## src/hdl/terrain_height_sample_unit_defines.svh

```systemverilog
// assertion macros for the terrain height sample unit
`ifndef TERRAIN_HEIGHT_SAMPLE_UNIT_DEFINES_SVH
`define TERRAIN_HEIGHT_SAMPLE_UNIT_DEFINES_SVH

// condition implies consequence in the same cycle
`define THS_ASSERT_IMPLIES(label, ante, cons, msg) \
    label: assert property (@(posedge aclk) disable iff (!aresetn) (ante) |-> (cons)) \
        else $error(msg);

// condition implies consequence in the next cycle
`define THS_ASSERT_NEXT(label, ante, cons, msg) \
    label: assert property (@(posedge aclk) disable iff (!aresetn) (ante) |=> (cons)) \
        else $error(msg);

`endif

```

## src/hdl/ths_ram.sv

```systemverilog
module ths_ram #(
    parameter int WIDTH = 8,
    parameter int DEPTH = 256,
    localparam int AW = $clog2(DEPTH)
) (
    input  logic             aclk,
    input  logic             wr_en,
    input  logic [AW-1:0]    wr_addr,
    input  logic [WIDTH-1:0] wr_data,
    input  logic             rd_en,
    input  logic [AW-1:0]    rd_addr_a,
    output logic [WIDTH-1:0] rd_data_a,
    input  logic [AW-1:0]    rd_addr_b,
    output logic [WIDTH-1:0] rd_data_b
);

    logic [WIDTH-1:0] mem [DEPTH];

    always_ff @(posedge aclk) begin
        if (wr_en) begin
            mem[wr_addr] <= wr_data;
        end
        if (rd_en) begin
            rd_data_a <= mem[rd_addr_a];
            rd_data_b <= mem[rd_addr_b];
        end
    end

endmodule

```

## config.mk

```make
export PLATFORM = sky130hd
export DESIGN_NAME = ths_ram
export DESIGN_NICKNAME = d
export VERILOG_FILES = /design/src/hdl/terrain_height_sample_unit_defines.svh /design/src/hdl/ths_ram.sv
export SDC_FILE = /design/constraint.sdc
export NUM_CORES = 2
export LEC_CHECK = 0
export ABC_CLOCK_PERIOD_IN_PS = 3300
export BUFFER_PORTS_ARGS = -buffer_cell sky130_fd_sc_hd__buf_4
export CELL_PAD_IN_SITES_DETAIL_PLACEMENT = 1
export CELL_PAD_IN_SITES_GLOBAL_PLACEMENT = 2
export CORE_MARGIN = 10
export CORE_UTILIZATION = 48
export CTS_CLUSTER_SIZE = 24
export DETAILED_ROUTE_END_ITERATION = 16
export PLACE_DENSITY_LB_ADDON = 0.1
export SYNTH_ARGS = -nofsm -noshare
export SYNTH_HDL_FRONTEND = slang
export SYNTH_SLANG_ARGS = --single-unit
```

## constraint.sdc

```tcl
create_clock -name aclk -period 3.3 [get_ports aclk]
set_input_delay 0.66 -clock aclk [delete_from_list [all_inputs] [get_ports aclk]]
set_output_delay 0.66 -clock aclk [all_outputs]
set_load 0.05 [all_outputs]
```

Word-level counts from Yosys, hierarchy flattened
Memories as Yosys holds them, arrays and structs flattened. A register that Yosys moved wholly into a read port is not among the register bits.
Cells that the tools add are included.
{"block": "totals", "regBits": 0, "mem_bits_rw": 2048, "in_bits": 35, "output_inout_bits": 16, "elab_cells": 3, "memories": 1}
{"name": "mem", "depth": 256, "width": 8, "rd": 2, "rd_clocked_by_memory_dff": 2, "wr": 1, "line_no": "ths_ram.sv:17", "text": "logic [WIDTH-1:0] mem [DEPTH];"}
{"block": "op_classes", "n_mux": 2}
{"op": "$mux W1", "count": 2}

Logic depth before layout (Yosys ltp)
{"block": "depth", "ltp_word": 2, "ltp_mapped": 12, "depth_no_buf": 6}

Worst setup path after synthesis
OpenSTA, ideal clock, no wires.
{"block": "synth_timing", "path_kind": "in2reg", "start": "input rd_addr_b[0]", "end": "register rd_data_b[0], read port of mem, data pin", "setup_time_ns": 0.277, "arrival_ns": 2.561, "required_time_ns": 3.023, "setup_slack_ns": 0.462, "stages": 9, "path_buffers": 3, "path_cell_list": "buf_4 buf_6 buf_2 mux4_2 mux4_2 nand2_1 a21oi_1 a21oi_1 a221oi_2"}
{"element": "start, declared", "line_no": "ths_ram.sv:13", "text": "input logic [AW-1:0] rd_addr_b,"}
{"element": "end, declared", "line_no": "ths_ram.sv:14", "text": "output logic [WIDTH-1:0] rd_data_b"}

==> results.sh <==
export IMPL_rsz0062_at_grt="false"
export IMPL_grt_pass1_wl_mm=475.7
export IMPL_cp_cell_sequence="buf_8 -> buf_12 -> buf_4 -> buf_12 -> mux2i_1 -> o221ai_1 -> o21ai_0 -> a211oi_1 -> buf_4 -> o31ai_1 -> a211oi_1"
export IMPL_hold_class="primary input to flop"
export IMPL_nFillCells=17450
export IMPL_end_kind="flop"
export IMPL_status="completed"
export IMPL_leakage_nw=37.70
export IMPL_synth_cell_types=64
export IMPL_critPathSlowestCell="a211oi_1"
export IMPL_routed_wl_mm=339.4
export IMPL_start_kind="primary input"
export IMPL_r2r_start="mem[147][7]"
export IMPL_holdPathStages=1
export IMPL_critical_path_endpoint="rd_data_a[0]"
export IMPL_pin_count=51
export IMPL_swShare_pct=23.47
export IMPL_slew_headroom_pct=21.26
export IMPL_gp_congestion=0.8938
export IMPL_drive_gt1_share_pct=42.08
export IMPL_die_x_um=469.8
export IMPL_antenna_found_initial=14
export IMPL_fin_nets=5766
export IMPL_cts_tree="done"
export IMPL_setup_viol=0
export IMPL_cap_viol_max_count=0
export IMPL_drc=0
export IMPL_syn_instance_count=4847
export IMPL_worstRegToRegCells=6
export IMPL_clkSlewWorstSetupHoldPaths_ps=60
export IMPL_combPwrFrac_pct=9.9
export IMPL_power_density_nw_per_um2=519.7
export IMPL_grt_max_degree=129
export IMPL_seqCellArea_um2=61980
export IMPL_post_cts_buffers=0
export IMPL_fmax_ghz=0.3194
export IMPL_cp_max_fo=18
export IMPL_viasPerCell=6.801
export IMPL_num_vias=58410
export IMPL_setup_ws_ps=169.2
export IMPL_period_needed_ps=3131
export IMPL_synth_top_area_share_pct=63.81
export IMPL_cp_slowest_stage_delay_ps=790
export IMPL_p_sw_mw=13.94
export IMPL_cts_buffer_depth=3
export IMPL_netlist_area_um2=97130
export IMPL_reg2reg_to="rd_data_a[7]"
export IMPL_p_clk_share_pct=41.3
export IMPL_seqPwrFrac_pct=48.8
export IMPL_insertion_delay_ps=880
export IMPL_grt_pass1_vias=60740
export IMPL_antenna_left=0
export IMPL_cp_startpoint="rd_addr_a[0]"
export IMPL_synth_async_reset_ratio_pct=0
export IMPL_crit_required_ps=3980
export IMPL_dp_hpwl_mm=238.7
export IMPL_critPathTopFamily="compound AO/OA/AOI/OAI gates"
export IMPL_vdd_drop_max_uv=591.2
export IMPL_drtIter0Drc=8056
export IMPL_synth_seq_cells=2064
export IMPL_crit_cells=11
export IMPL_cts_sinks=2064
export IMPL_worst_pin_slew_ps=1174
export IMPL_multi_input_area_um2=32570
export IMPL_dominantRegCellSynth="edfxtp_1"
export IMPL_seq_area_frac_synth_pct=63.81
export IMPL_area_growth_pct=17.66
export IMPL_syn_area_per_cell_um2=20.04
export IMPL_fin_worst_skew_ps=28.79
export IMPL_dr_pass1_iters=6
export IMPL_dp_slack_ps=-985.3
export IMPL_final_cell_mix="edfxtp_1 (2,064), mux4_2 (1,051), buf_4 (940), nor2_1 (297), mux2i_1 (236)"
export IMPL_layout_commonest_cell="edfxtp_1"
export IMPL_p_total_mw=59.40
export IMPL_yosys_area_top_type="edfxtp_1"
export IMPL_hold_viol_final=0
export IMPL_worstPathArrival_ps=3820
export IMPL_htreeDepth=4
export IMPL_chipHeight_um=469.8
export IMPL_rows=165
export IMPL_post_cts_resize_count=2
export IMPL_syn_nets=4882
export IMPL_dieArea_um2=220800
export IMPL_p_int_mw=45.46
export IMPL_hp_start="wr_data[5]"
export IMPL_critPathKind="primary input to flop"
export IMPL_rrSetupSlack_ps=340
export IMPL_postCtsHoldBufs=0
export IMPL_globalRouteTotalUtil_pct=30.33
export IMPL_start_util_pct=48.16
export IMPL_ys_top_cells_by_area="edfxtp_1 (64%), mux4_2 (24%), mux2i_1 (2.4%), nor2_1 (1.2%), o221ai_1 (0.59%)"
export IMPL_cts_made_buffers=218
export IMPL_synth_edf_count=2064
export IMPL_gr_total_overflow=0
export IMPL_post_route_period_util_pct=94.87
export IMPL_port_buffers=50
export IMPL_crit_buf_inv=5
export IMPL_slew_viol_final=0
export IMPL_yosysWarnings=0
export IMPL_wire_per_inst_um=39.52
export IMPL_cts_root_buffer="clkbuf_16"
export IMPL_core_area_um2=201700
==> Yosys cell counts (all sizes together), types with 48 or more instances <==
master,number
clkbuf,137
o221ai,67
o22ai,48
mux4,1051
buf,258
nand2,114
a21oi,79
edfxtp,2064
a22oi,62
nor2,299
nand3,52
mux2i,236
==> how the worst min path moves through the flow <==
stage | endpoint | slack (ps)
finish | mem[206][5] | 170
global route | mem[205][5] | 160
CTS | mem[204][5] | 110
detailed placement | mem[210][5] | 1060
global placement | mem[211][5] | 1060
floorplan | mem[0][0] | 760
==> power groups by stage <==
stage          combinational [mW]  sequential (mW)  clock [mW]
3_5_place_dp                 5.79             29.6           0
5_1_grt                      6.04             29.0        25.9
2_1_floorplan                2.86             29.6           0
3_3_place_gp                 5.73             29.6           0
6_report                     5.85             29.0        24.5
4_1_cts                      5.82             29.0        24.9
==> routing by layer <==
layer	part of all wire (%)	up-vias	track usage, %	wire [µm]
met5	0.027	-	0	92
met4	4.5	14	11.80	15150
met3	8.9	608	5.237	30200
met2	47	3149	48.03	161000
met1	39	31800	42.27	132900
li1	-	22840	-	-
==> worst reg2reg max path, stage by stage (launching register included) <==
cell	delay, ps
edfxtp_1	400
mux4_2	490
mux4_2	530
mux2_2	340
a221oi_2	650
buf_4	230
nor4_1	50
==> stage by stage <==
stage                     TNS [ps]  hold WS, ps  util (%)  area [µm²]  cells
after global placement       -7757         1060     53.17      107200   8183
after detailed placement     -8118         1065     53.17      107200   8183
after floorplan                  0        758.9         -       97130   4847
after global routing             0        156.1     56.66      114300   8586
after CTS                        0        108.6     56.66      114300   8585
final                            0        171.5     56.66      114300   8588
==> logic make-up after synthesis <==
logic type / Yosys count / synth area share, %
AOI/OAI and AO/OA: 466 / 3.533
buffers and inverters: 401 / 2.726
DFF: 2064 / 63.81
muxes: 1325 / 27.24
and+or+nand+nor: 591 / 2.691
==> cell type report <==
cell class                 instances  share of cell area (%)
timing repair buffer            1059                   8.178
clock buffer                     270                   5.130
clock inverter                   132                   1.010
multi-input combinational       2382                   28.49
inverter                           6                 0.02299
sequential                      2064                   54.23
tap                             2672                   2.925
antenna                            3                0.006569
==> sequential cells by signal, summed over array words and instances, names as in the netlist <==
register   flops
mem         2048
rd_data_a      8
rd_data_b      8
Note: power is estimated with default switching activity, not from simulation.
